===== src/hw/rtl/tfr_pkg.sv =====
// Shared types and constants for the texel format to RGBA8 converter.
`timescale 1ns / 1ps
package tfr_pkg;

    localparam int TEXEL_W   = 32;
    localparam int COLOR_W   = 32;
    localparam int PADDR_W   = 8;
    localparam int FMT_W     = 6;
    localparam int S_TDATA_W = 72;
    localparam int M_TDATA_W = 32;

    localparam logic [FMT_W-1:0] FMT_CT32 = 6'h00;
    localparam logic [FMT_W-1:0] FMT_CT24 = 6'h01;
    localparam logic [FMT_W-1:0] FMT_CT16 = 6'h02;
    localparam logic [FMT_W-1:0] FMT_IDX8 = 6'h13;
    localparam logic [FMT_W-1:0] FMT_IDX4 = 6'h14;

    localparam logic ACT_CONVERT   = 1'b0;
    localparam logic ACT_PAL_WRITE = 1'b1;

    localparam logic CFG_PIXEL_FORMAT  = 1'b0;
    localparam logic CFG_PALETTE_VALID = 1'b1;

    localparam logic [COLOR_W-1:0] COLOR_MAGENTA = 32'hFFFF00FF;

    // floor(v * 255 / 31) for a 5-bit channel
    localparam logic [7:0] EXPAND5_LUT [32] = '{
        8'd0,   8'd8,   8'd16,  8'd24,  8'd32,  8'd41,  8'd49,  8'd57,
        8'd65,  8'd74,  8'd82,  8'd90,  8'd98,  8'd106, 8'd115, 8'd123,
        8'd131, 8'd139, 8'd148, 8'd156, 8'd164, 8'd172, 8'd180, 8'd189,
        8'd197, 8'd205, 8'd213, 8'd222, 8'd230, 8'd238, 8'd246, 8'd255
    };

    typedef struct packed {
        logic               status;
        logic [COLOR_W-1:0] rgba;
    } pixel_t;

endpackage


===== src/hw/rtl/tfr_convert.sv =====
// Format decode and color expansion for one texel.
`timescale 1ns / 1ps
module tfr_convert (
    input  logic [tfr_pkg::FMT_W-1:0]   pixel_format,
    input  logic                        palette_valid,
    input  logic [tfr_pkg::TEXEL_W-1:0] texel,
    input  logic                        idx_in_range,
    input  logic [tfr_pkg::COLOR_W-1:0] pal_data,
    output tfr_pkg::pixel_t             pixel
);
    import tfr_pkg::*;

    always_comb begin
        pixel.status = 1'b0;
        pixel.rgba   = '0;
        unique case (pixel_format)
            FMT_CT32: begin
                pixel.rgba = texel;
            end
            FMT_CT24: begin
                pixel.rgba = {8'hFF, texel[23:0]};
            end
            FMT_CT16: begin
                pixel.rgba = {{8{texel[15]}},
                              EXPAND5_LUT[texel[14:10]],
                              EXPAND5_LUT[texel[9:5]],
                              EXPAND5_LUT[texel[4:0]]};
            end
            FMT_IDX8, FMT_IDX4: begin
                if (!palette_valid) begin
                    pixel.status = 1'b1;
                end else if (idx_in_range) begin
                    pixel.rgba = pal_data;
                end
            end
            default: begin
                pixel.rgba = COLOR_MAGENTA;
            end
        endcase
    end

endmodule


===== config.mk =====
export PLATFORM = sky130hd
export DESIGN_NAME = tfr_convert
export DESIGN_NICKNAME = d
export VERILOG_FILES = /design/src/hw/rtl/tfr_pkg.sv /design/src/hw/rtl/tfr_convert.sv
export SDC_FILE = /design/constraint.sdc
export NUM_CORES = 1
export LEC_CHECK = 0
export CAP_MARGIN = 20
export CORE_MARGIN = 5
export CORE_UTILIZATION = 57
export DETAILED_ROUTE_END_ITERATION = 10
export DONT_BUFFER_PORTS = 1
export GPL_TIMING_DRIVEN = 0
export PLACE_DENSITY = 0.72
export SLEW_MARGIN = 0
export SYNTH_ARGS = -nofsm -noshare
export SYNTH_HDL_FRONTEND = slang
export SYNTH_SLANG_ARGS = --single-unit

===== constraint.sdc =====
create_clock -name vclk -period 3.6
set_clock_uncertainty 0.1 [all_clocks]
set_input_delay 0.9 -clock vclk [all_inputs]
set_output_delay 0.9 -clock vclk [all_outputs]
set_load 0.05 [all_outputs]

* After elaboration in Yosys (flattened, before gate mapping) *
Memory sizes are Yosys's and may differ from the RTL's.
Cells that the tools add are included.

storage, ports and cells
  memories = 3
  output and inout port bits = 33
  bits in read-only memories = 768
  bits in registers = 0

cells by class
  $lt $le $gt $ge = 3
  bitwise gates (word level) = 3
  reduce and logical (&&, ||, !) cells = 2
  eq/ne operators = 4
  multiplexer cells = 11

memories
  name              words  width  read ports  clocked after Yosys merged registers in  wr ports  line               source
  (name not given)  32     8      1           0                                        0         tfr_convert.sv:27  EXPAND5_LUT[texel[4:0]]};
  (name not given)  32     8      1           0                                        0         tfr_convert.sv:26  EXPAND5_LUT[texel[9:5]],
  (name not given)  32     8      1           0                                        0         tfr_convert.sv:25  EXPAND5_LUT[texel[14:10]],

operators by type and width
  cell                  number
  $pmux W32 S4          1
  $mux W32              2
  $mux W8               6
  $ge A6 B6 Y1 const B  3
  $not A5 Y6            3
  $eq A6 B5 Y1 const B  2
  $eq A6 B1 Y1 const B  1
  $eq A6 B2 Y1 const B  1
  $logic_not A6 Y1      1
  $mux W1               2
  $reduce_or A2 Y1      1

* Logic depth before layout (Yosys ltp) *
Gate-level depths: netlist of run 1.

  depth after elaboration = 5
  mapped depth = 7

* Worst setup path before layout of run 1 *
OpenSTA, ideal clock, no wires.

  path type = input -> output
  start point = input pixel_format[3] (netlist bit)
  end point = output pixel[10] (netlist bit)
  path slack = -0.170 ns
  data arrival time = 2.770 ns
  path buffers = 1
  data required time = 2.600 ns
  stages = 5
  path through = or4_4 -> nor3b_4 -> buf_6 -> nand2_1 -> o211ai_1

RTL lines
  what                line              source
  start: declaration  tfr_convert.sv:4  input logic [tfr_pkg::FMT_W-1:0] pixel_format,
  end: declaration    tfr_convert.sv:9  output tfr_pkg::pixel_t pixel

==> results.json, run 1 <==
{
  "nClkBuffers": 0,
  "fillers": 162,
  "ioPinCount": 105,
  "p_leak_nw": 0.374,
  "grt_pass1_wl_um": 5310,
  "synth_area_um2": 932,
  "die_height_um": 50.4,
  "power_frac_seq_pct": 0,
  "layout.nets": 218,
  "vias": 1288,
  "firstDrtPassIters": 4,
  "synth_cell_type_count": 38,
  "multi_input_area_um2": 878,
  "synth_area_leaders": "a221o_1 (14%), a221oi_1 (12%), nand2_1 (12%), a222oi_1 (5.4%), a21oi_1 (4.8%)",
  "regArea_um2": 0,
  "core_um2": 1520,
  "io_buffers": 0,
  "max-vdd-ir-drop_mv": 0.0565,
  "cp_max_fo": 3,
  "initial_core_util_pct": 61.2,
  "finalCritPeriodShare_pct": 102,
  "syn_avg_cell_area_um2": 6.71,
  "timing.setup.tns_ns": -0.0648,
  "power_w": 0.000106,
  "swShare_pct": 71.9,
  "worst_slack_ns": -0.0648,
  "finalHoldViolCount": 0,
  "synth-seq-area-share_pct": 0,
  "finalMaxSlewViolations": 0,
  "outcome": "finished, violations left",
  "synthTopCellsByCount": "nand2_1 (30), a221o_1 (13), a221oi_1 (13)",
  "syn_nets": 211,
  "gr-total-overflow": 0,
  "synth_top_area_share_pct": 14.0,
  "worstSetupPathType": "in2out",
  "hpwl_um": 2700,
  "drcViolationCount": 0,
  "clkPwrFrac_pct": 0,
  "syn_to_final_growth_pct": 14.2,
  "fmaxAchievable_mhz": 273,
  "rsz0062_at_grt": "yes",
  "syn_inst": 139,
  "wirelength_um": 3640,
  "cts_hold_buffers": 0,
  "drive_gt1_share_pct": 38.2,
  "synth_most_common_cell": "nand2_1",
  "end_kind": "primary output",
  "ant_nets": 0,
  "min_period_ns": 3.66,
  "die-area_um2": 2540,
  "gp_congestion": 0.771,
  "holdPathEnd": "pixel[6]",
  "critPathRequiredTime_ns": 2.60,
  "hold_depth": 2,
  "grt_max_degree": 11,
  "n_sequential_cell": 0,
  "slew_headroom_pct": 29.8,
  "row_count": 14,
  "critPathArrivalTime_ns": 2.66,
  "p_per_area_nw_per_um2": 99.9,
  "grt_usage_pct": 24.5,
  "finalSetupViolCount": 1,
  "wl_per_cell_um": 22.8,
  "hp-start": "pal_data[6]",
  "violations": "negative setup slack",
  "tightest_slew_ns": 1.05,
  "drt_iter0_markers": 66,
  "antenna_cells": 0,
  "startpoint_type": "primary input",
  "yosysWarnings": 0,
  "fp.dieW_um": 50.4,
  "yosysTopAreaCell": "a221o_1",
  "worstHoldPathType": "in2out",
  "p_comb_share_pct": 100.0,
  "via_per_inst": 8.05,
  "antenna_found_initial": 0,
  "p_sw_w": 0.0000765,
  "maxCapViolations": 0,
  "grt_pass1_vias": 1212,
  "internal_power_w": 0.0000300
}
[critical path, cell delays in order]
cell	delay [ns]
or4_4	0.55
nor3b_4	0.22
buf_6	0.13
nand2_2	0.03
o211ai_1	0.83
[routing by layer]
layer | routed length (um) | vias up | GRT usage (%) | part of all wire, %
li1 | - | 576 | - | -
met1 | 1290 | 625 | 29.3 | 35
met2 | 1900 | 83 | 44.6 | 52
met3 | 430 | 4 | 5.03 | 12
met4 | 25 | 0 | 4.68 | 0.69
met5 | 0 | - | 0 | 0
[kinds of logic (layout without fill, tap and decap cells)]
group	Yosys count	in the layout	share of synthesized area, %
buffers and inverters	24	29	13.4
AOI/OAI and AO/OA	65	65	57.6
and+or+nand+nor	50	50	29.0
[metrics by stage]
| step | setup slack (ns) | cell area, um^2 | hold WS, ns | utilization [%] | instances |
|---|---|---|---|---|---|
| after floorplan | -0.134 | 932 | 1.95 | - | 139 |
| after global placement | -0.238 | 952 | 1.96 | 62.5 | 155 |
| after detailed placement | -0.251 | 952 | 1.96 | 62.5 | 155 |
| after CTS | -0.0735 | 1010 | 1.92 | 66.3 | 158 |
| after global routing | -0.0885 | 1060 | 1.93 | 69.9 | 160 |
| final | -0.0648 | 1060 | 1.92 | 69.9 | 160 |
[layout by cell type (no fill, tap or decap), types with 2 or more instances in the layout]
cell type  Yosys  layout
buf_6          3       3
inv_2          0       5
a221o_1       13       5
a222oi_1       5       5
inv_1         10       5
nand2_1       30      17
a22o_1         3       3
a21oi_1        9       9
o21ai_0        6       6
nand2b_1       2       2
nand2_2        0      13
nor2_1         4       4
nand3b_1       2       2
a221o_2        1       9
buf_4          2       8
buf_2          4       3
a221oi_1      13      13
a31o_2         3       3
clkbuf_1       5       4
o211ai_1       4       4
[layout make-up]
class | instances | share of cell area, %
plain buffers | 14 | 8.58
inverters | 10 | 3.53
multi-input cells | 115 | 82.5
well taps | 16 | 1.88
repair buffers | 5 | 3.53
[how the worst max path moves through the flow]
| stage | start | endpoint | slack, ns | depth (start not counted) |
|---|---|---|---|---|
| final | pixel_format[3] | pixel[10] | -0.06 | 5 |
| after global routing | pixel_format[3] | pixel[10] | -0.09 | 5 |
| after CTS | pixel_format[3] | pixel[10] | -0.07 | 5 |
| after detailed placement | pixel_format[4] | pixel[10] | -0.25 | 5 |
| after global placement | pixel_format[4] | pixel[10] | -0.24 | 5 |
| after floorplan | pixel_format[4] | pixel[10] | -0.13 | 5 |
[power groups by stage]
stage                     combinational [W]  sequential [W]  clock, W
after global placement            0.0000966               0         0
after detailed placement          0.0000985               0         0
after floorplan                   0.0000899               0         0
after global routing               0.000113               0         0
after CTS                          0.000102               0         0
final                              0.000106               0         0
[what timing repair did]
action	CTS	global route
setup buffers	3	2
resized for setup	13	21
pin swaps	3	3
endpoints found under the setup margin	19	19
Note: power is estimated with default switching activity, not from simulation.
==> run 2: changes to the inputs <==
Settings changed: RECOVER_POWER set to 50, SETUP_SLACK_MARGIN set to 0.02.
==> run 2 against run 1 <==
The run still ends with negative setup slack left. Via count shrank 1.2%. Global-route usage is the same. Clock-buffer cell count is the same. Core utilization is the same. Die area is the same. Final cell count is the same. Hold slack gained 0.0011 ns. Routed wire length grew 0.36%. Critical path depth is the same. Sequential share of layout area is the same. Sequential cell count is the same. Highest routed layer unchanged.
==> results.json, run 2 (synthesis results as in run 1) <==
{
  "syn_to_final_growth_pct": 14.2,
  "maxCapViolations": 0,
  "gr-total-overflow": 0,
  "via_per_inst": 7.96,
  "place_ws_ns": -0.251,
  "layout_common_cells": "nand2_1 (17), a221oi_1 (13), nand2_2 (13), a221o_2 (9), a21oi_1 (9)",
  "die_height_um": 50.4,
  "final_cells": 160,
  "worst_slack_ns": -0.0661,
  "cpPeakStageDelay_ns": 0.83,
  "drive_gt1_share_pct": 37.5,
  "power_w": 0.000106,
  "swShare_pct": 71.9,
  "grt_usage_pct": 24.5,
  "internal_power_w": 0.0000299,
  "gp_congestion": 0.771,
  "grt_pass1_wl_um": 5310,
  "worstSetupPathType": "in2out",
  "final_common_cell": "nand2_1",
  "ant_nets": 0,
  "p_comb_share_pct": 100.0,
  "hpwl_um": 2700,
  "antenna_cells": 0,
  "placedCellCount": 155,
  "initial_core_util_pct": 61.2,
  "violations": "negative setup slack",
  "power_frac_seq_pct": 0,
  "fp.dieW_um": 50.4,
  "crit_family": "compound AO/OA/AOI/OAI gates",
  "startpoint_type": "primary input",
  "tightest_slew_ns": 1.05,
  "clkPwrFrac_pct": 0,
  "row_count": 14,
  "n_sequential_cell": 0,
  "crit_path_top_delay_cell": "o211ai_1",
  "fmaxAchievable_mhz": 273,
  "p_per_area_nw_per_um2": 100,
  "p_leak_nw": 0.373,
  "wirelength_um": 3660,
  "critPathRequiredTime_ns": 2.60,
  "cts_hold_buffers": 0,
  "rsz0062_at_grt": "yes",
  "finalSetupViolCount": 1,
  "regArea_um2": 0,
  "crit_chain": "or4_4, nor3b_4, buf_6, nand2_2, o211ai_1",
  "firstDrtPassIters": 4,
  "crit_buf_inv": 1,
  "wl_per_cell_um": 22.9,
  "ioPinCount": 105,
  "cp_max_fo": 3,
  "outcome": "finished, violations left",
  "min_period_ns": 3.67,
  "die-area_um2": 2540,
  "drcViolationCount": 0,
  "core_um2": 1520,
  "io_buffers": 0,
  "vias": 1273,
  "antenna_found_initial": 0,
  "finalHoldViolCount": 0,
  "max-vdd-ir-drop_mv": 0.0568,
  "nClkBuffers": 0,
  "layout.nets": 218,
  "worstHoldPathType": "in2out",
  "critPathArrivalTime_ns": 2.67,
  "end_kind": "primary output",
  "grt_max_degree": 11,
  "finalCritPeriodShare_pct": 102,
  "drt_iter0_markers": 83,
  "p_sw_w": 0.0000766,
  "finalMaxSlewViolations": 0,
  "grt_pass1_vias": 1212,
  "slew_headroom_pct": 29.8
}
[run 2: layout make-up]
| type | count | area, um^2 |
|---|---|---|
| plain buffers | 14 | 91.3 |
| inverters | 10 | 37.5 |
| well taps | 16 | 20.0 |
| repair buffers | 5 | 37.5 |
| multi-input cells | 115 | 878 |
| fillers | 162 | 459 |
[run 2: power by group through the flow]
| stage | clock, W | sequential (W) | combinational, W |
|---|---|---|---|
| floorplan | 0 | 0 | 0.0000899 |
| global placement | 0 | 0 | 0.0000966 |
| detailed placement | 0 | 0 | 0.0000985 |
| CTS | 0 | 0 | 0.000102 |
| global route | 0 | 0 | 0.000113 |
| finish | 0 | 0 | 0.000106 |
[run 2: metal layers]
| layer | vias to the layer above | wire length (um) | share of wire, % | track usage, % |
|---|---|---|---|---|
| met5 | - | 0 | 0 | 0 |
| met4 | 0 | 25 | 0.68 | 4.68 |
| met3 | 4 | 415 | 11 | 5.03 |
| met2 | 81 | 1920 | 53 | 44.6 |
| met1 | 614 | 1300 | 35 | 29.3 |
| li1 | 574 | - | - | - |
[run 2: per-stage QoR]
stage	hold slack, ns	util [%]	area (um^2)	TNS [ns]
5_1_grt	1.93	69.9	1060	-0.0885
4_1_cts	1.92	66.7	1020	-0.0735
6_report	1.93	69.9	1060	-0.0661
2_1_floorplan	1.95	-	932	-0.134
3_3_place_gp	1.96	62.5	952	-0.614
3_5_place_dp	1.96	62.5	952	-1.11
[run 2: worst paths after layout]
check            start   endpoint  slack [ns]  depth (start not counted)
max    pixel_format[3]  pixel[10]       -0.07                          5
min        pal_data[1]   pixel[1]        1.93                          2
[run 2: timing repair]
action	CTS	global route
buffers inserted	3	2
endpoints found under the setup margin	29	19
resized for setup	15	19
pin swaps	3	3
==> run 3: changes to the inputs <==
Settings changed: MAX_ROUTING_LAYER set to met4, SLEW_MARGIN 0 to 20.
==> run 3 against run 2 <==
The flow still finishes with violations (negative setup slack). Maximum frequency hardly changed. Via count is 1.6% higher. Hold slack about the same. Sequential share of layout area unchanged. Routed wire length barely moved. Combinational power about the same. Largest power group unchanged. Final cell count unchanged. Global-route usage grew 0.72 points.
==> results.json, run 3 (synthesis results as in run 1) <==
{
  "outcome": "finished, violations left",
  "violations": "negative setup slack",
  "fillers": 162,
  "gp_congestion": 0.781,
  "initial_core_util_pct": 61.2,
  "syn_to_final_growth_pct": 14.2,
  "nClkBuffers": 0,
  "layout.nets": 218,
  "n_sequential_cell": 0,
  "maxCapViolations": 0,
  "grt_usage_pct": 25.3,
  "slew_headroom_pct": 29.8,
  "wirelength_um": 3660,
  "critPathArrivalTime_ns": 2.66,
  "finalSetupViolCount": 1,
  "finalHoldViolCount": 0,
  "firstDrtPassIters": 4,
  "fmaxAchievable_mhz": 273,
  "antenna_cells": 0,
  "antenna_found_initial": 0,
  "drt_iter0_markers": 92,
  "worst_slack_ns": -0.0649,
  "regArea_um2": 0,
  "cp_max_fo": 3,
  "timing.setup.tns_ns": -0.0649,
  "tightest_slew_ns": 1.05,
  "core_um2": 1520,
  "final_area_um2": 1060,
  "grt_pass1_vias": 1214,
  "drive_gt1_share_pct": 37.5,
  "grt_max_degree": 11,
  "finalMaxSlewViolations": 0,
  "vias": 1293,
  "max-vdd-ir-drop_mv": 0.0567,
  "end_kind": "primary output",
  "ant_nets": 0,
  "gr-total-overflow": 0,
  "p_leak_nw": 0.373,
  "worstSetupPathType": "in2out",
  "grt_pass1_wl_um": 5310,
  "drcViolationCount": 0,
  "timing.hold.ws_ns": 1.93,
  "p_per_area_nw_per_um2": 100,
  "ioPinCount": 105,
  "wl_per_cell_um": 22.9,
  "die_height_um": 50.4,
  "multi_input_area_um2": 878,
  "worstHoldPathType": "in2out",
  "layout_common_cells": "nand2_1 (17), a221oi_1 (13), nand2_2 (13), a221o_2 (9), a21oi_1 (9)",
  "final_util_pct": 69.9,
  "startpoint_type": "primary input",
  "die-area_um2": 2540,
  "finalCritPeriodShare_pct": 102,
  "crit_start": "pixel_format[3]",
  "critPathRequiredTime_ns": 2.60,
  "dpl_cell_area_um2": 952,
  "rsz0062_at_grt": "yes",
  "final_common_cell": "nand2_1",
  "endpoint": "pixel[10]",
  "io_buffers": 0,
  "place_ws_ns": -0.251,
  "via_per_inst": 8.08,
  "cts_hold_buffers": 0,
  "min_period_ns": 3.66,
  "fp.dieW_um": 50.4,
  "row_count": 14,
  "hpwl_um": 2700
}
## run 3: cell counts in the layout (fill, tap and decap cells not counted)
No cell type changed its count.
## run 3: worst min path at each step
stage / start / end / depth (start not counted)
after floorplan: pixel_format[4] / pixel[32] / 2
after global placement: pixel_format[4] / pixel[32] / 2
after detailed placement: pixel_format[4] / pixel[32] / 2
after CTS: pal_data[20] / pixel[20] / 2
after global routing: pal_data[23] / pixel[23] / 2
final: pal_data[6] / pixel[6] / 2
## run 3: report_power, final
part           switching (W)  leakage [nW]  internal, W  total (W)
combinational      0.0000766         0.373    0.0000299   0.000106
sequential                 0             0            0          0
clock                      0             0            0          0
total              0.0000766         0.373    0.0000299   0.000106
## run 3: metal layers
layer	vias up	part of all wire (%)	global-route usage, %
li1	574	-	-
met1	622	35	29.6
met2	89	52	44.6
met3	8	11	4.44
met4	0	1.3	4.68
met5	-	0	-
## run 3: worst max-delay path: stages
cell and delay, ns:
or4_4 0.55, nor3b_4 0.22, buf_6 0.13, nand2_2 0.03, o211ai_1 0.83
## run 3: layout make-up
class                           instances  area share [%]
Tap cell                               16            1.88
Timing Repair Buffer                    5            3.53
Inverter                               10            3.53
Buffer                                 14            8.58
Multi-Input combinational cell        115            82.5
## run 3: per-stage QoR
step | power [W] | cells
finish | 0.000106 | 160
global placement | 0.0000966 | 155
global route | 0.000113 | 160
CTS | 0.000102 | 158
floorplan | 0.0000899 | 139
detailed placement | 0.0000985 | 155
## run 3: timing repair
item                                    in CTS  in global routing
gates resized for setup                     15                 19
pin swaps                                    3                  3
endpoints found under the setup margin      29                 19
setup buffers                                3                  2
